<file path="src/rtl/i2cbm_pkg.sv">
// shared types, command codes and phase helpers for the i2c bit-level master
`default_nettype none

package i2cbm_pkg;

    localparam int unsigned TICK_W   = 16;
    localparam int unsigned PHASE_W  = 5;
    localparam int unsigned BYTE_W   = 8;
    localparam logic [TICK_W-1:0] PHASE_TICKS_RST = 16'd5;

    localparam logic [PHASE_W-1:0] WRITE_PHASES   = 5'd25;
    localparam logic [PHASE_W-1:0] READ_PHASES    = 5'd16;
    localparam logic [PHASE_W-1:0] WAITACK_PHASES = 5'd2;
    localparam logic [PHASE_W-1:0] OTHER_PHASES   = 5'd3;
    localparam logic [PHASE_W-1:0] WRITE_TAIL     = 5'd24;

    typedef enum logic [2:0] {
        CMD_IDLE    = 3'd0,
        CMD_START   = 3'd1,
        CMD_STOP    = 3'd2,
        CMD_WRITE   = 3'd3,
        CMD_READ    = 3'd4,
        CMD_WAITACK = 3'd5,
        CMD_SENDACK = 3'd6
    } cmd_t;

    typedef enum logic [1:0] {
        PART_SCL_LOW  = 2'd0,
        PART_SDA_BIT  = 2'd1,
        PART_SCL_HIGH = 2'd2
    } wr_part_t;

    typedef struct packed {
        logic scl;
        logic sda;
        logic drv;
    } pins_t;

    typedef struct packed {
        logic [2:0] bit_pos;
        wr_part_t   part;
    } wr_slot_t;

    typedef struct packed {
        logic              scl_out;
        logic              sda_out;
        logic              sda_drive;
        logic              busy_res;
        logic              done_res;
        logic [BYTE_W-1:0] read_byte;
        logic              nack;
        logic              rejected;
    } res_t;

    // write phases come in threes: scl low, data bit, scl high
    function automatic wr_slot_t write_slot(input logic [PHASE_W-1:0] idx);
        wr_slot_t s;
        s.bit_pos = 3'd0;
        s.part    = PART_SCL_LOW;
        for (int i = 0; i < 24; i++)
        begin
            if (idx == PHASE_W'(i))
            begin
                s.bit_pos = 3'(i / 3);
                s.part    = wr_part_t'(2'(i % 3));
            end
        end
        return s;
    endfunction

    function automatic logic [PHASE_W-1:0] phase_total(input cmd_t c);
        logic [PHASE_W-1:0] n;
        unique case (c)
            CMD_WRITE:   n = WRITE_PHASES;
            CMD_READ:    n = READ_PHASES;
            CMD_WAITACK: n = WAITACK_PHASES;
            default:     n = OTHER_PHASES;
        endcase
        return n;
    endfunction

    // pin levels set on entry to a phase
    function automatic pins_t enter_phase(input pins_t p, input cmd_t c,
                                          input logic [PHASE_W-1:0] idx,
                                          input logic [BYTE_W-1:0] sh);
        pins_t    q;
        wr_slot_t s;
        q = p;
        s = write_slot(idx);
        unique case (c)
            CMD_START:
            begin
                q.drv = 1'b1;
                if (idx == 5'd0)
                begin
                    q.scl = 1'b1;
                    q.sda = 1'b1;
                end
                else if (idx == 5'd1)
                    q.sda = 1'b0;
                else
                    q.scl = 1'b0;
            end
            CMD_STOP:
            begin
                q.drv = 1'b1;
                if (idx == 5'd0)
                begin
                    q.scl = 1'b0;
                    q.sda = 1'b0;
                end
                else if (idx == 5'd1)
                    q.scl = 1'b1;
                else
                    q.sda = 1'b1;
            end
            CMD_WRITE:
            begin
                q.drv = 1'b1;
                if (idx >= WRITE_TAIL)
                    q.scl = 1'b0;
                else
                begin
                    unique case (s.part)
                        PART_SCL_LOW:  q.scl = 1'b0;
                        PART_SDA_BIT:  q.sda = sh[3'd7 - s.bit_pos];
                        PART_SCL_HIGH: q.scl = 1'b1;
                        default:       q.scl = p.scl;
                    endcase
                end
            end
            CMD_READ:
            begin
                q.drv = 1'b0;
                q.scl = ~idx[0];
            end
            CMD_WAITACK:
            begin
                q.drv = 1'b0;
                q.scl = (idx == 5'd0);
            end
            CMD_SENDACK:
            begin
                q.drv = 1'b1;
                if (idx == 5'd0)
                    q.sda = 1'b0;
                else if (idx == 5'd1)
                    q.scl = 1'b1;
                else
                    q.scl = 1'b0;
            end
            default:
            begin
                q = p;
            end
        endcase
        return q;
    endfunction

endpackage

`default_nettype wire

</file>
<file path="src/rtl/i2cbm_cmd_if.sv">
// command channel: one tick item per transaction
`default_nettype none

interface i2cbm_cmd_if;
    logic                           valid;
    logic                           ready;
    logic [2:0]                     command;
    logic [i2cbm_pkg::BYTE_W-1:0]   write_byte;
    logic                           sda_in;

    modport source (output valid, output command, output write_byte, output sda_in,
                    input ready);
    modport sink (input valid, input command, input write_byte, input sda_in,
                  output ready);
endinterface

`default_nettype wire

</file>
<file path="src/rtl/i2cbm_res_if.sv">
// result channel: pin levels and status per transaction
`default_nettype none

interface i2cbm_res_if;
    logic                           valid;
    logic                           ready;
    logic                           scl_out;
    logic                           sda_out;
    logic                           sda_drive;
    logic                           busy_res;
    logic                           done_res;
    logic [i2cbm_pkg::BYTE_W-1:0]   read_byte;
    logic                           nack;
    logic                           rejected;

    modport source (output valid, output scl_out, output sda_out, output sda_drive,
                    output busy_res, output done_res, output read_byte, output nack,
                    output rejected, input ready);
    modport sink (input valid, input scl_out, input sda_out, input sda_drive,
                  input busy_res, input done_res, input read_byte, input nack,
                  input rejected, output ready);
endinterface

`default_nettype wire

</file>
<file path="src/rtl/i2c_bit_level_master.sv">
// i2c bit-level master: one tick item in, one pin/status result out
// Each accepted transaction on cmd_ch is one timing tick and yields exactly one
// result on res_ch; a new tick can be taken every clock cycle while the output
// register is empty or res_ch is ready. The engine state (phase counter, phase
// index, shift byte, pin levels) moves forward by one tick in short combinational
// logic, and the result sits in an output register that is refilled in the same
// cycle it is taken, so throughput is one tick per clock unless res_ch holds back.
// phase_ticks (cfg_we/cfg_wdata) sets the ticks per phase; 0 behaves as 1.
// Commands sent while a sequence runs are flagged in rejected and dropped.
`default_nettype none

module i2c_bit_level_master (
    input  wire logic                           clk,
    input  wire logic                           rst_n,
    i2cbm_cmd_if.sink                           cmd_ch,
    i2cbm_res_if.source                         res_ch,
    input  wire logic                           cfg_we,
    input  wire logic [i2cbm_pkg::TICK_W-1:0]   cfg_wdata
);

    logic [i2cbm_pkg::TICK_W-1:0]   phase_ticks_reg;
    logic [i2cbm_pkg::TICK_W-1:0]   tick_count_reg,  tick_count_next;
    logic [i2cbm_pkg::PHASE_W-1:0]  phase_index_reg, phase_index_next;
    i2cbm_pkg::cmd_t                active_reg,      active_next;
    logic [i2cbm_pkg::BYTE_W-1:0]   shift_reg,       shift_next;
    i2cbm_pkg::pins_t               pins_reg,        pins_next;
    logic                           nack_reg,        nack_next;
    logic [i2cbm_pkg::BYTE_W-1:0]   read_reg,        read_next;
    i2cbm_pkg::res_t                res_reg,         res_next;
    logic                           res_valid_reg;

    logic                           accept;
    logic [i2cbm_pkg::TICK_W-1:0]   limit;
    logic [i2cbm_pkg::TICK_W-1:0]   count_inc;
    logic                           rej;
    logic                           done;

    assign cmd_ch.ready = ~res_valid_reg | res_ch.ready;
    assign accept       = cmd_ch.valid & cmd_ch.ready;
    assign limit        = (phase_ticks_reg == '0) ? i2cbm_pkg::TICK_W'(1) : phase_ticks_reg;

    always_comb
    begin
        active_next      = active_reg;
        phase_index_next = phase_index_reg;
        tick_count_next  = tick_count_reg;
        shift_next       = shift_reg;
        pins_next        = pins_reg;
        nack_next        = nack_reg;
        read_next        = read_reg;
        rej              = 1'b0;
        done             = 1'b0;

        // take a new command only when idle
        if (active_reg == i2cbm_pkg::CMD_IDLE)
        begin
            if (cmd_ch.command >= i2cbm_pkg::CMD_START &&
                cmd_ch.command <= i2cbm_pkg::CMD_SENDACK)
            begin
                active_next      = i2cbm_pkg::cmd_t'(cmd_ch.command);
                phase_index_next = '0;
                tick_count_next  = '0;
                if (active_next == i2cbm_pkg::CMD_WRITE)
                    shift_next = cmd_ch.write_byte;
                pins_next = i2cbm_pkg::enter_phase(pins_reg, active_next, '0, shift_next);
            end
        end
        else if (cmd_ch.command != i2cbm_pkg::CMD_IDLE)
            rej = 1'b1;

        count_inc = tick_count_next + i2cbm_pkg::TICK_W'(1);

        if (active_next != i2cbm_pkg::CMD_IDLE)
        begin
            tick_count_next = count_inc;
            if (count_inc >= limit)
            begin
                // sample on the last tick of the phase
                if (active_next == i2cbm_pkg::CMD_READ && !phase_index_next[0])
                    shift_next = {shift_next[6:0], cmd_ch.sda_in};
                else if (active_next == i2cbm_pkg::CMD_WAITACK && phase_index_next == '0)
                    nack_next = cmd_ch.sda_in;
                tick_count_next  = '0;
                phase_index_next = phase_index_next + i2cbm_pkg::PHASE_W'(1);
                if (phase_index_next >= i2cbm_pkg::phase_total(active_next))
                begin
                    if (active_next == i2cbm_pkg::CMD_READ)
                        read_next = shift_next;
                    active_next      = i2cbm_pkg::CMD_IDLE;
                    phase_index_next = '0;
                    done             = 1'b1;
                end
                else
                    pins_next = i2cbm_pkg::enter_phase(pins_next, active_next,
                                                       phase_index_next, shift_next);
            end
        end
    end

    always_comb
    begin
        res_next.scl_out   = pins_next.scl;
        res_next.sda_out   = pins_next.sda;
        res_next.sda_drive = pins_next.drv;
        res_next.busy_res  = (active_next != i2cbm_pkg::CMD_IDLE);
        res_next.done_res  = done;
        res_next.read_byte = read_next;
        res_next.nack      = nack_next;
        res_next.rejected  = rej;
    end

    always_ff @(posedge clk or negedge rst_n)
    begin
        if (!rst_n)
        begin
            phase_ticks_reg <= i2cbm_pkg::PHASE_TICKS_RST;
            tick_count_reg  <= '0;
            phase_index_reg <= '0;
            active_reg      <= i2cbm_pkg::CMD_IDLE;
            shift_reg       <= '0;
            pins_reg        <= '{scl: 1'b1, sda: 1'b1, drv: 1'b1};
            nack_reg        <= 1'b0;
            read_reg        <= '0;
            res_valid_reg   <= 1'b0;
        end
        else
        begin
            if (cfg_we)
                phase_ticks_reg <= cfg_wdata;
            if (accept)
            begin
                tick_count_reg  <= tick_count_next;
                phase_index_reg <= phase_index_next;
                active_reg      <= active_next;
                shift_reg       <= shift_next;
                pins_reg        <= pins_next;
                nack_reg        <= nack_next;
                read_reg        <= read_next;
                res_valid_reg   <= 1'b1;
            end
            else if (res_ch.ready)
                res_valid_reg <= 1'b0;
        end
    end

    // result payload, no reset needed
    always_ff @(posedge clk)
    begin
        if (accept)
            res_reg <= res_next;
    end

    assign res_ch.valid     = res_valid_reg;
    assign res_ch.scl_out   = res_reg.scl_out;
    assign res_ch.sda_out   = res_reg.sda_out;
    assign res_ch.sda_drive = res_reg.sda_drive;
    assign res_ch.busy_res  = res_reg.busy_res;
    assign res_ch.done_res  = res_reg.done_res;
    assign res_ch.read_byte = res_reg.read_byte;
    assign res_ch.nack      = res_reg.nack;
    assign res_ch.rejected  = res_reg.rejected;

endmodule

`default_nettype wire
</file>
<file path="src/flat_wrapper.sv">
// flat-port wrapper written by rule: the top's interface ports become plain ports
module i2c_bit_level_master_flat 
  (clk, rst_n, cfg_we, cfg_wdata, cmd_ch_valid, cmd_ch_command, cmd_ch_write_byte, cmd_ch_sda_in, cmd_ch_ready, res_ch_valid, res_ch_scl_out, res_ch_sda_out, res_ch_sda_drive, res_ch_busy_res, res_ch_done_res, res_ch_read_byte, res_ch_nack, res_ch_rejected, res_ch_ready);
  i2cbm_cmd_if cmd_ch_i ();
  i2cbm_res_if res_ch_i ();
  input  wire logic clk;
  input  wire logic rst_n;
  input  wire logic cfg_we;
  input  wire logic [i2cbm_pkg::TICK_W-1:0] cfg_wdata;
  input wire logic [$bits(cmd_ch_i.valid)-1:0] cmd_ch_valid;
  input wire logic [$bits(cmd_ch_i.command)-1:0] cmd_ch_command;
  input wire logic [$bits(cmd_ch_i.write_byte)-1:0] cmd_ch_write_byte;
  input wire logic [$bits(cmd_ch_i.sda_in)-1:0] cmd_ch_sda_in;
  output wire logic [$bits(cmd_ch_i.ready)-1:0] cmd_ch_ready;
  output wire logic [$bits(res_ch_i.valid)-1:0] res_ch_valid;
  output wire logic [$bits(res_ch_i.scl_out)-1:0] res_ch_scl_out;
  output wire logic [$bits(res_ch_i.sda_out)-1:0] res_ch_sda_out;
  output wire logic [$bits(res_ch_i.sda_drive)-1:0] res_ch_sda_drive;
  output wire logic [$bits(res_ch_i.busy_res)-1:0] res_ch_busy_res;
  output wire logic [$bits(res_ch_i.done_res)-1:0] res_ch_done_res;
  output wire logic [$bits(res_ch_i.read_byte)-1:0] res_ch_read_byte;
  output wire logic [$bits(res_ch_i.nack)-1:0] res_ch_nack;
  output wire logic [$bits(res_ch_i.rejected)-1:0] res_ch_rejected;
  input wire logic [$bits(res_ch_i.ready)-1:0] res_ch_ready;
  assign cmd_ch_i.valid = cmd_ch_valid;
  assign cmd_ch_i.command = cmd_ch_command;
  assign cmd_ch_i.write_byte = cmd_ch_write_byte;
  assign cmd_ch_i.sda_in = cmd_ch_sda_in;
  assign cmd_ch_ready = cmd_ch_i.ready;
  assign res_ch_valid = res_ch_i.valid;
  assign res_ch_scl_out = res_ch_i.scl_out;
  assign res_ch_sda_out = res_ch_i.sda_out;
  assign res_ch_sda_drive = res_ch_i.sda_drive;
  assign res_ch_busy_res = res_ch_i.busy_res;
  assign res_ch_done_res = res_ch_i.done_res;
  assign res_ch_read_byte = res_ch_i.read_byte;
  assign res_ch_nack = res_ch_i.nack;
  assign res_ch_rejected = res_ch_i.rejected;
  assign res_ch_i.ready = res_ch_ready;
  i2c_bit_level_master u_core (.clk(clk), .rst_n(rst_n), .cmd_ch(cmd_ch_i), .res_ch(res_ch_i), .cfg_we(cfg_we), .cfg_wdata(cfg_wdata));
endmodule
</file>
<file path="config.mk">
export PLATFORM = sky130hd
export DESIGN_NAME = i2c_bit_level_master_flat
export DESIGN_NICKNAME = d
export VERILOG_FILES = /design/src/rtl/i2cbm_pkg.sv /design/src/rtl/i2cbm_cmd_if.sv /design/src/rtl/i2cbm_res_if.sv /design/src/rtl/i2c_bit_level_master.sv /design/src/flat_wrapper.sv
export SDC_FILE = /design/constraint.sdc
export NUM_CORES = 1
export LEC_CHECK = 0
export BUFFER_PORTS_ARGS = -buffer_cell sky130_fd_sc_hd__buf_2
export CELL_PAD_IN_SITES_DETAIL_PLACEMENT = 1
export CELL_PAD_IN_SITES_GLOBAL_PLACEMENT = 2
export CORE_AREA = 5 5 127 129
export DETAILED_ROUTE_END_ITERATION = 8
export DIE_AREA = 0 0 132 134
export PLACE_DENSITY_LB_ADDON = 0.1
export SLEW_MARGIN = 20
export SYNTH_ARGS = -nofsm -noshare
export SYNTH_HDL_FRONTEND = slang
export SYNTH_SLANG_ARGS = --single-unit
</file>
<file path="constraint.sdc">
create_clock -name clk -period 6.4 [get_ports clk]
set_input_delay 0.96 -clock clk [delete_from_list [all_inputs] [get_ports clk]]
set_output_delay 0.96 -clock clk [all_outputs]
set_load 0.02 [all_outputs]
</file>
==> reports/results.tsv, run 1 <==
stage	metric	value	unit
timing	Max Slew Vio Count	0	
clocking	CTS tree	yes	
floorplan	I/O pins	50	
logic_synthesis	Ys Warns	0	
timing	Max Freq	177	MHz
setup_path	reg2reg start	u_core.active_reg[1]$_DFFE_PN0P_	
setup_path	crit path to	u_core.res_ch.read_byte[3]$_DFFE_PP_	
setup_path	startpoint types	input pin	
routing	drt pass-1 iters	4	
logic_synthesis	syn nets	682	
clocking	clk sinks	76	
logic_synthesis	Top FF cell, synth	dfrtp_1	
finish	antenna cells	0	
routing	initial drt markers	300	
logic_synthesis	post-synthesis cell type count	72	
routing	drt total wl	16900	um
clocking	Post-CTS Setup Bufs	0	
grt	GRT Util Overall	0.194	
clocking	post-CTS sizing	0	
setup_path	R2R cell count	18	
timing	final worst path period need	5.65	ns
timing	Setup Skew	0.00735	ns
floorplan	die footprint	17700	sq um
grt	initial antenna violation count	0	
setup_path	slowest CP cell	nor3_2	
placement	GPL Wtd Cong	0.863	
logic_synthesis	synthesized area	5380	sq um
logic_synthesis	Avg Cell Area, Syn	8.63	sq um
floorplan	die span in x	132	um
timing	Worst slew margin	0.436	
clocking	clock-pin slew on the worst setup and hold paths	0.07	ns
setup_path	Crit. End Element	flip-flop	
logic_synthesis	Seq/Total Area, Yosys	0.369	
setup_path	required time worst endpoint	6.50	ns
clocking	H-tree depth	3	
logic_synthesis	Async SR Flop Fraction	0.803	
floorplan	core area	14900	sq um
run	max cap viols	0	
setup_path	most frequent CP cell	ha_1	
routing	vias per inst	5.73	
setup_path	R2R Setup Slk	0.85	ns
clocking	CTS hold repair buffers	0	
logic_synthesis	post-synth top area cell	dfrtp_1	
clocking	root buffer cell	clkbuf_16	
setup_path	stages on the worst setup path	19	
setup_path	Critical path origin	cmd_ch_command[0]	
grt	overflow left after global routing	0	
clocking	CTS Buf Count	9	
floorplan	Die Span Y	134	um
logic_synthesis	Gate Count Post-Synth	623	
placement	# port buffers	49	
timing	unrepaired setup endpoints after global routing	false	
timing	Worst-Margin Slew	0.847	ns
timing	final worst-path cycle share	0.883	
logic_synthesis	Synth Register Bits	76	
routing	DRC	0	
timing	Hold Vio Cnt, Final	0	
logic_synthesis	most common cell in the netlist	nand2_1	
routing	antenna-violating nets left	0	
pwr	Max IR drop VDD	164	uV
setup_path	CP bufs+invs	1	
logic_synthesis	number of flops mapped to enable cells by yosys	15	
routing	via count	4907	
setup_path	crit path kind	input pin to flip-flop	
clocking	worst-skew pair later-pin latency	0.34	ns
worst_hold_path	Hold Path Depth	1	
finish	proportion of layout cells with a drive suffix above 1	0.199	
logic_synthesis	top cells by count, synth	78 x nand2_1, 62 x nor2_1, 56 x dfrtp_1, 47 x o21ai_0, 38 x a21oi_1	
placement	hpwl dp	12600	um
grt	first-pass GRT wire length	27800	um
finish	design area	6150	sq um
setup_path	Worst Path Max Fanout	14	
worst_hold_path	Hold Crit Class	flip-flop to flip-flop	
timing	Final setup viols	0	
timing	Setup TNS Final	0	ns
placement	Post-DP Area	5820	sq um
finish	Area growth syn-to-layout	14.3	%
setup_path	max incr delay on CP	0.58	ns
setup_path	crit path DAT	5.75	ns
clocking	Longest Clk Path Bufs	2	
logic_synthesis	largest cells by area after synthesis	dfrtp_1 26%, edfxtp_1 8.4%, ha_1 6.1%	
finish	nets	723	
logic_synthesis	share of the synthesized area in the top cell type	0.261	
grt	number of global-route vias before repair	5110	
setup_path	RR Endpoint	u_core.res_ch.read_byte[3]$_DFFE_PP_	
floorplan	initial core utilization	0.360	
status	status	complete, no violations	
grt	largest net degree at the start of global routing	62	
routing	Avg WL per Cell	19.8	um
setup_path	Cell Chain, Critical Path	buf_2 -> and3_1 -> or3_4 -> and2_1 -> ha_1 -> nand4_1 -> or3_1 -> nor3_1 -> xnor2_1 -> ha_1 -> and4_1 -> o211a_1 -> o31ai_1 -> nand3_1 -> a221o_1 -> o21bai_1 -> nand2_1 -> nor3_2 -> mux2_2	
setup_path	Crit path max-delay family	simple AND/OR/NAND/NOR gates	
pwr	cell area power density	246	nW/um^2
floorplan	Core Rows	45	
pwr	Pleak	2.71	nW
==> layout by cell type, fill, tap and decap left out, types with 8 or more instances in the layout <==
cell,n
a21o_1,8
a21oi_1,38
a31oi_1,12
buf_2,49
buf_4,15
clkbuf_16,9
dfrtp_1,56
edfxtp_1,15
ha_1,26
inv_1,27
mux2_2,26
nand2_1,78
nand3_1,29
nor2_1,62
nor3_1,10
nor4_1,9
o21ai_0,47
o22ai_1,14
xnor2_1,12
xor2_1,10
==> power by group <==
part           total (W)  switching [W]  leakage [nW]  internal, W
Sequential      0.000594      0.0000471         0.927     0.000547
Combinational   0.000336       0.000203          1.62     0.000133
Clock           0.000583       0.000234         0.159     0.000349
==> stage by stage <==
stage                util  hold WS, ns  setup WS (ns)  instances  total power, W
floorplan               -        0.472          0.601        623        0.000822
global placement    0.390        0.482          0.563        841        0.000927
detailed placement  0.390        0.505          0.333        841        0.000942
CTS                 0.412        0.518          0.703        857         0.00153
global route        0.412        0.546          0.344        857         0.00160
finish              0.412        0.516          0.748        857         0.00151
==> final cells by class <==
| type | count | area (sq um) |
|---|---|---|
| Multi-Input combinational cell | 485 | 3130 |
| Clock inverter | 7 | 105 |
| Fill cell | 1783 | 8770 |
| Inverter | 28 | 105 |
| Clock buffer | 9 | 225 |
| Tap cell | 188 | 235 |
| Timing Repair Buffer | 64 | 358 |
| Sequential cell | 76 | 1980 |
==> worst min path at each step <==
stage	slack, ns	startpoint	to
after floorplan	0.47	u_core.tick_count_reg[8]$_DFFE_PN0P_	u_core.tick_count_reg[8]$_DFFE_PN0P_
after global placement	0.48	u_core.nack_reg$_DFFE_PN0P_	u_core.nack_reg$_DFFE_PN0P_
after detailed placement	0.50	u_core.read_reg[5]$_DFFE_PN0P_	u_core.read_reg[5]$_DFFE_PN0P_
after CTS	0.52	u_core.pins_reg[0]$_DFFE_PN1P_	u_core.pins_reg[0]$_DFFE_PN1P_
after global routing	0.55	u_core.pins_reg[0]$_DFFE_PN1P_	u_core.pins_reg[0]$_DFFE_PN1P_
final	0.52	u_core.read_reg[3]$_DFFE_PN0P_	u_core.read_reg[3]$_DFFE_PN0P_
==> routing by layer <==
metal | wire [um] | global-route usage | vias to the layer above
met1 | 7560 | 0.247 | 2449
met3 | 548 | 0.0289 | 24
met4 | 407 | 0.0731 | 0
met5 | 0 | 0 | -
li1 | - | - | 2346
met2 | 8420 | 0.332 | 88
==> cells by family after synthesis <==
kind of cell | synth area share
buffers and inverters | 0.0482
muxes | 0.0768
adders and majority gates | 0.0605
DFF | 0.369
AOI/OAI and AO/OA | 0.199
xor gates and xnor gates | 0.0358
and+or+nand+nor | 0.211
==> worst reg2reg max path: stages, from the launching register on <==
cell and delay [ns]:
dfrtp_1 0.59, or3_1 0.44, or3_4 0.31, and2_1 0.18, ha_1 0.19, nand4_1 0.21
or3_1 0.40, nor3_1 0.43, xnor2_1 0.15, ha_1 0.30, and4_1 0.22, o211a_1 0.18
o31ai_1 0.07, nand3_1 0.08, a221o_1 0.13, o21bai_1 0.17, nand2_1 0.24, nor3_2 0.58
mux2_2 0.42
(Power assumes the default switching activity.)
==> run 2, diff against run 1 <==
--- a/config.mk
+++ b/config.mk
@@ -6,7 +6,7 @@
 export NUM_CORES = 1
 export LEC_CHECK = 0
 export BUFFER_PORTS_ARGS = -buffer_cell sky130_fd_sc_hd__buf_2
-export CELL_PAD_IN_SITES_DETAIL_PLACEMENT = 1
+export CELL_PAD_IN_SITES_DETAIL_PLACEMENT = 0
 export CELL_PAD_IN_SITES_GLOBAL_PLACEMENT = 2
 export CORE_AREA = 5 5 127 129
 export DETAILED_ROUTE_END_ITERATION = 8
==> run 2 against run 1 <==
Compared with the run above: clock skew shrank 0.0012 ns; cell area is 0.77% lower; fmax is 0.28% higher; combinational power decreased by 2%; critical path depth did not move; clock power decreased by 15%; sequential share of layout area increased by 0.25 points; global-route usage shrank 1.4 points; total power shrank 6.4%; critical endpoint is now u_core.res_ch.read_byte[4]$_DFFE_PP_.
==> reports/results.tsv, run 2 (synthesis results as in run 1) <==
stage	metric	value	unit	change
clocking	H-tree depth	3		unchanged
grt	largest net degree at the start of global routing	62		unchanged
routing	Avg WL per Cell	18.2	um	-7.7%
setup_path	R2R cell count	18		unchanged
clocking	clk sinks	76		unchanged
pwr	Pleak	2.68	nW	-1.1%
clocking	CTS Buf Count	9		unchanged
timing	Final setup viols	0		unchanged
grt	first-pass GRT wire length	25700	um	-7.4%
floorplan	Die Span Y	134	um	unchanged
routing	drt total wl	15600	um	-7.7%
clocking	worst-skew pair later-pin latency	0.35	ns	about the same
timing	Worst slew margin	0.414		-0.0214
clocking	Post-CTS Setup Bufs	0		unchanged
setup_path	startpoint types	input pin		
worst_hold_path	hold endpoint	u_core.read_reg[5]$_DFFE_PN0P_		
routing	via count	4850		-1.2%
timing	Max Freq	177	MHz	+0.28%
finish	most frequent cells in the layout	78 x nand2_1, 62 x nor2_1, 56 x dfrtp_1		
placement	GPL Wtd Cong	0.863		unchanged
timing	unrepaired setup endpoints after global routing	false		
worst_hold_path	Hold Crit Class	flip-flop to flip-flop		
floorplan	die footprint	17700	sq um	unchanged
grt	GRT Util Overall	0.180		-0.0141
floorplan	core area	14900	sq um	unchanged
floorplan	Core Rows	45		unchanged
clocking	Longest Clk Path Bufs	2		unchanged
setup_path	RR Endpoint	u_core.res_ch.read_byte[4]$_DFFE_PP_		
finish	nets	723		unchanged
clocking	post-CTS sizing	0		unchanged
worst_hold_path	hold path start	u_core.read_reg[5]$_DFFE_PN0P_		
timing	post-route setup slack	0.764	ns	+0.0160 ns
timing	Hold Vio Cnt, Final	0		unchanged
setup_path	crit path DAT	5.73	ns	-0.02 ns
placement	hpwl dp	11400	um	-9.0%
routing	vias per inst	5.66		-1.2%
placement	DP Worst Slack	0.455	ns	+0.122 ns
run	max cap viols	0		unchanged
grt	number of global-route vias before repair	4783		-6.4%
routing	initial drt markers	307		+2.3%
clocking	CTS hold repair buffers	0		unchanged
status	status	complete, no violations		
floorplan	die span in x	132	um	unchanged
setup_path	crit path kind	input pin to flip-flop		
routing	antenna-violating nets left	0		unchanged
grt	initial antenna violation count	0		unchanged
clocking	clock-pin slew on the worst setup and hold paths	0.06	ns	about the same
setup_path	max incr delay on CP	0.58	ns	about the same
floorplan	I/O pins	50		unchanged
timing	final worst path period need	5.64	ns	-0.0160 ns
setup_path	Crit. End Element	flip-flop		
timing	Worst-Margin Slew	0.879	ns	+0.0321 ns
setup_path	required time worst endpoint	6.50	ns	about the same
placement	# port buffers	49		unchanged
routing	drt pass-1 iters	5		+1
setup_path	slowest CP cell	nor3_2		
setup_path	Cell Chain, Critical Path	buf_2 -> and3_1 -> or3_4 -> and2_1 -> ha_1 -> nand4_1 -> or3_1 -> nor3_1 -> xnor2_1 -> ha_1 -> and4_1 -> o211a_1 -> o31ai_1 -> nand3_1 -> a221o_1 -> o21bai_1 -> nand2_1 -> nor3_2 -> mux2_2		
pwr	Max IR drop VDD	128	uV	-22%
setup_path	R2R Setup Slk	0.93	ns	+0.08 ns
timing	final worst-path cycle share	0.881		-0.00250
setup_path	most frequent CP cell	ha_1		
clocking	CTS tree	yes		
finish	most common cell after layout, fill and taps aside	nand2_1		
routing	DRC	0		unchanged
timing	Setup TNS Final	0	ns	unchanged
finish	Area growth syn-to-layout	13.4	%	
setup_path	Worst Path Max Fanout	14		unchanged
timing	Setup Skew	0.00615	ns	-0.00120 ns
setup_path	reg2reg start	u_core.active_reg[1]$_DFFE_PN0P_		
clocking	root buffer cell	clkbuf_16		
worst_hold_path	Hold Path Depth	1		unchanged
floorplan	initial core utilization	0.360		unchanged
grt	overflow left after global routing	0		unchanged
timing	Max Slew Vio Count	0		unchanged
finish	antenna cells	0		unchanged
pwr	cell area power density	232	nW/um^2	-5.7%
finish	proportion of layout cells with a drive suffix above 1	0.199		unchanged
## run 2: cell types whose count changed in the layout (fill, tap and decap cells not counted), sizes merged
cell and delta:
bufinv -2, clkinvlp +2
## run 2: routing by layer
layer  track usage  part of all wire  vias up
met2         0.300              0.49      113
met5             0                 0        -
met3        0.0341             0.045       23
met4        0.0509             0.018        0
li1              -                 -     2345
met1         0.239              0.45     2369
## run 2: worst max path at each step
| stage | from | endpoint | slack [ns] | depth (start not counted) |
|---|---|---|---|---|
| global placement | cmd_ch_command[0] | u_core.res_ch.read_byte[3]$_DFFE_PP_ | 0.56 | 19 |
| finish | cmd_ch_command[2] | u_core.res_ch.read_byte[4]$_DFFE_PP_ | 0.76 | 19 |
| global route | cmd_ch_command[0] | u_core.res_ch.read_byte[6]$_DFFE_PP_ | 0.32 | 19 |
| floorplan | cmd_ch_command[2] | u_core.shift_reg[0]$_DFFE_PN0P_ | 0.60 | 23 |
| CTS | cmd_ch_command[0] | u_core.res_ch.read_byte[4]$_DFFE_PP_ | 0.80 | 19 |
| detailed placement | cmd_ch_command[0] | u_core.res_ch.read_byte[4]$_DFFE_PP_ | 0.45 | 19 |
## run 2: layout make-up
type	instances	area (sq um)
multi-input cells	485	3130
clock inverters	7	57.6
well taps	188	235
flip-flops and latches	76	1980
fillers	1508	8820
clock buffers	9	225
repair buffers	64	358
inverters	28	105
## run 2: power by group
group	internal [W]	switching, W	leakage [nW]
Clock	0.000268	0.000226	0.129
Sequential	0.000547	0.0000446	0.927
Combinational	0.000132	0.000197	1.62
Total	0.000948	0.000468	2.68
## run 2: per-stage QoR
stage	power, W	cells	instance area (sq um)	util	hold WS [ns]
floorplan	0.000822	623	5380	-	0.472
global placement	0.000927	841	5820	0.390	0.482
detailed placement	0.000931	841	5820	0.390	0.492
CTS	0.00143	857	6100	0.409	0.507
global route	0.00150	857	6100	0.409	0.526
finish	0.00142	857	6100	0.409	0.506
## run 2: critical path: cells and delay by family
kind                     cells  cell delay [ns]
AO/OA/AOI/OAI                4             0.53
adder cells (fa/ha/maj)      2             0.50
AND/OR/NAND/NOR             10             2.93
XOR/XNOR                     1             0.15
multiplexers                 1             0.41
buffers and inverters        1             0.21
==> run 3, diff against run 2 <==
--- a/config.mk
+++ b/config.mk
@@ -8,9 +8,9 @@
 export BUFFER_PORTS_ARGS = -buffer_cell sky130_fd_sc_hd__buf_2
 export CELL_PAD_IN_SITES_DETAIL_PLACEMENT = 0
 export CELL_PAD_IN_SITES_GLOBAL_PLACEMENT = 2
-export CORE_AREA = 5 5 127 129
+export CORE_AREA = 2 2 124 126
 export DETAILED_ROUTE_END_ITERATION = 8
-export DIE_AREA = 0 0 132 134
+export DIE_AREA = 0 0 126 128
 export PLACE_DENSITY_LB_ADDON = 0.1
 export SLEW_MARGIN = 20
 export SYNTH_ARGS = -nofsm -noshare
==> run 3 against run 2 <==
Compared with the run above: cell area hardly changed; routed wire length down 1.7%; worst hold slack worse by 0.0017 ns; count of clock-buffer cells in the layout unchanged; sequential power about the same; cell count shrank 0.35%; clock skew about the same; register-to-register slack improved by 0.10 ns; combinational power is essentially flat; global-route usage is 1.7 points higher; critical endpoint is now u_core.res_ch.read_byte[6]$_DFFE_PP_.
==> reports/results.tsv, run 3 (synthesis results as in run 1) <==
stage	metric	value	unit	change
status	status	complete, no violations		
clocking	CTS hold repair buffers	0		unchanged
timing	Setup Skew	0.00644	ns	+0.000289 ns
setup_path	Crit path max-delay family	simple AND/OR/NAND/NOR gates		
pwr	cell area power density	239	nW/um^2	+2.8%
finish	antenna cells	0		unchanged
worst_hold_path	Hold Crit Class	flip-flop to flip-flop		
timing	Final setup viols	0		unchanged
setup_path	reg2reg start	u_core.active_reg[1]$_DFFE_PN0P_		
timing	final worst-path cycle share	0.869		-0.0116
timing	Worst-Margin Slew	0.846	ns	-0.0329 ns
pwr	Pleak	2.68	nW	about the same
timing	unrepaired setup endpoints after global routing	false		
grt	overflow left after global routing	0		unchanged
setup_path	R2R cell count	18		unchanged
clocking	CTS tree	yes		
floorplan	core area	14900	sq um	-0.38%
setup_path	slowest CP cell	nor3_2		
timing	Worst slew margin	0.436		+0.0219
routing	Avg WL per Cell	18.0	um	-1.3%
setup_path	CP bufs+invs	1		unchanged
floorplan	Die Span Y	128	um	-4.5%
clocking	H-tree depth	3		unchanged
setup_path	max incr delay on CP	0.55	ns	-0.03 ns
clocking	clk sinks	76		unchanged
setup_path	Worst Path Max Fanout	14		unchanged
grt	first-pass GRT wire length	25100	um	-2.5%
finish	Fill cells	1517		+0.60%
clocking	post-CTS sizing	0		unchanged
setup_path	stages on the worst setup path	19		unchanged
floorplan	die footprint	16100	sq um	-8.8%
worst_hold_path	Hold Path Depth	1		unchanged
routing	vias per inst	5.60		-1.1%
pwr	Max IR drop VDD	166	uV	+30%
clocking	Longest Clk Path Bufs	2		unchanged
setup_path	required time worst endpoint	6.50	ns	about the same
finish	most frequent cells in the layout	78 x nand2_1, 62 x nor2_1, 56 x dfrtp_1		
setup_path	crit path kind	input pin to flip-flop		
timing	Hold Vio Cnt, Final	0		unchanged
timing	post-route setup slack	0.838	ns	+0.0745 ns
finish	Final Non-Filler Cells	854		-0.35%
clocking	clock-pin slew on the worst setup and hold paths	0.07	ns	about the same
routing	drt total wl	15400	um	-1.7%
setup_path	Critical path origin	cmd_ch_command[2]		
grt	largest net degree at the start of global routing	62		unchanged
run	max cap viols	0		unchanged
grt	initial antenna violation count	0		unchanged
floorplan	initial core utilization	0.362		+0.00136
finish	most common cell after layout, fill and taps aside	nand2_1		
grt	number of global-route vias before repair	4716		-1.4%
floorplan	die span in x	126	um	-4.5%
timing	Max Slew Vio Count	0		unchanged
placement	Cells after DPL	838		-0.36%
worst_hold_path	hold path start	u_core.nack_reg$_DFFE_PN0P_		
routing	antenna-violating nets left	0		unchanged
clocking	CTS Buf Count	9		unchanged
setup_path	crit path DAT	5.66	ns	-0.07 ns
placement	DP Worst Slack	0.417	ns	-0.0380 ns
finish	proportion of layout cells with a drive suffix above 1	0.195		-0.00361
setup_path	most frequent CP cell	ha_1		
routing	initial drt markers	397		+29%
grt	GRT Util Overall	0.197		+0.0169
clocking	Post-CTS Setup Bufs	0		unchanged
finish	nets	720		-0.41%
clocking	worst-skew pair later-pin latency	0.35	ns	about the same
clocking	root buffer cell	clkbuf_16		
setup_path	startpoint types	input pin		
routing	via count	4781		-1.4%
setup_path	Cell Chain, Critical Path	buf_2 -> and3_1 -> or3_4 -> and2_1 -> ha_1 -> nand4_1 -> or3_1 -> nor3_1 -> xnor2_1 -> ha_1 -> and4_1 -> o211a_1 -> o31ai_1 -> nand3_1 -> a221o_1 -> o21bai_1 -> nand2_1 -> nor3_2 -> mux2_2		
placement	# port buffers	49		unchanged
placement	hpwl dp	11200	um	-2.2%
floorplan	I/O pins	50		unchanged
routing	DRC	0		unchanged
floorplan	Core Rows	45		unchanged
timing	Setup TNS Final	0	ns	unchanged
timing	final worst path period need	5.56	ns	-0.0745 ns
finish	Area growth syn-to-layout	13.5	%	about the same
setup_path	Crit. End Element	flip-flop		
timing	Max Freq	180	MHz	+1.3%
placement	GPL Wtd Cong	0.831		-3.7%
routing	drt pass-1 iters	5		unchanged
timing	worst hold margin	0.504	ns	-0.00168 ns
pwr	total power	0.00146	W	+2.9%
[run 3: cell count changes in the layout (fill, tap and decap cells not counted)]
cell and delta:
buf_4 -3, bufinv_16 +1, inv_6 -2, clkinvlp_4 -1
inv_8 +1, clkinv_4 +1
[run 3: layer usage]
metal,share of wire,wire length (um),GRT usage
met5,0,0,0
met4,0.011,165,0.0465
met3,0.037,574,0.0355
met2,0.51,7790,0.340
met1,0.45,6840,0.257
[run 3: where the power goes]
| group | switching [W] | internal (W) | total [W] |
|---|---|---|---|
| Combinational | 0.000196 | 0.000133 | 0.000329 |
| Clock | 0.000227 | 0.000308 | 0.000535 |
| Sequential | 0.0000446 | 0.000547 | 0.000592 |
| Total | 0.000468 | 0.000988 | 0.00146 |
[run 3: cell type report]
class / count / area (sq um) / share of cell area
multi-input combinational: 485 / 3130 / 0.514
inverter: 28 / 105 / 0.0172
tap: 188 / 235 / 0.0386
timing repair buffer: 61 / 335 / 0.0550
clock buffer: 9 / 225 / 0.0369
clock inverter: 7 / 82.6 / 0.0135
sequential: 76 / 1980 / 0.325
[run 3: per-stage QoR]
stage                util  cell area [sq um]
floorplan               -               5380
global placement    0.390               5790
detailed placement  0.390               5790
CTS                 0.410               6100
global route        0.410               6100
finish              0.410               6100
[run 3: final timing paths]
kind	to	slack, ns
max	u_core.res_ch.read_byte[6]$_DFFE_PP_	0.84
min	u_core.nack_reg$_DFFE_PN0P_	0.50
max reg2reg	u_core.res_ch.read_byte[6]$_DFFE_PP_	1.03
min reg2reg	u_core.nack_reg$_DFFE_PN0P_	0.50
max in group asynchronous	u_core.phase_ticks_reg[14]$_DFFE_PN0P_	5.05
min in group asynchronous	u_core.active_reg[0]$_DFFE_PN0P_	0.80
[run 3: worst reg2reg max path: cells and delay by family (launching register included)]
kind / cells / cell delay, ns
xor+xnor: 1 / 0.15
mux: 1 / 0.41
fa+ha+maj: 2 / 0.50
compound gates: 4 / 0.56
flops: 1 / 0.57
simple gates: 10 / 2.94
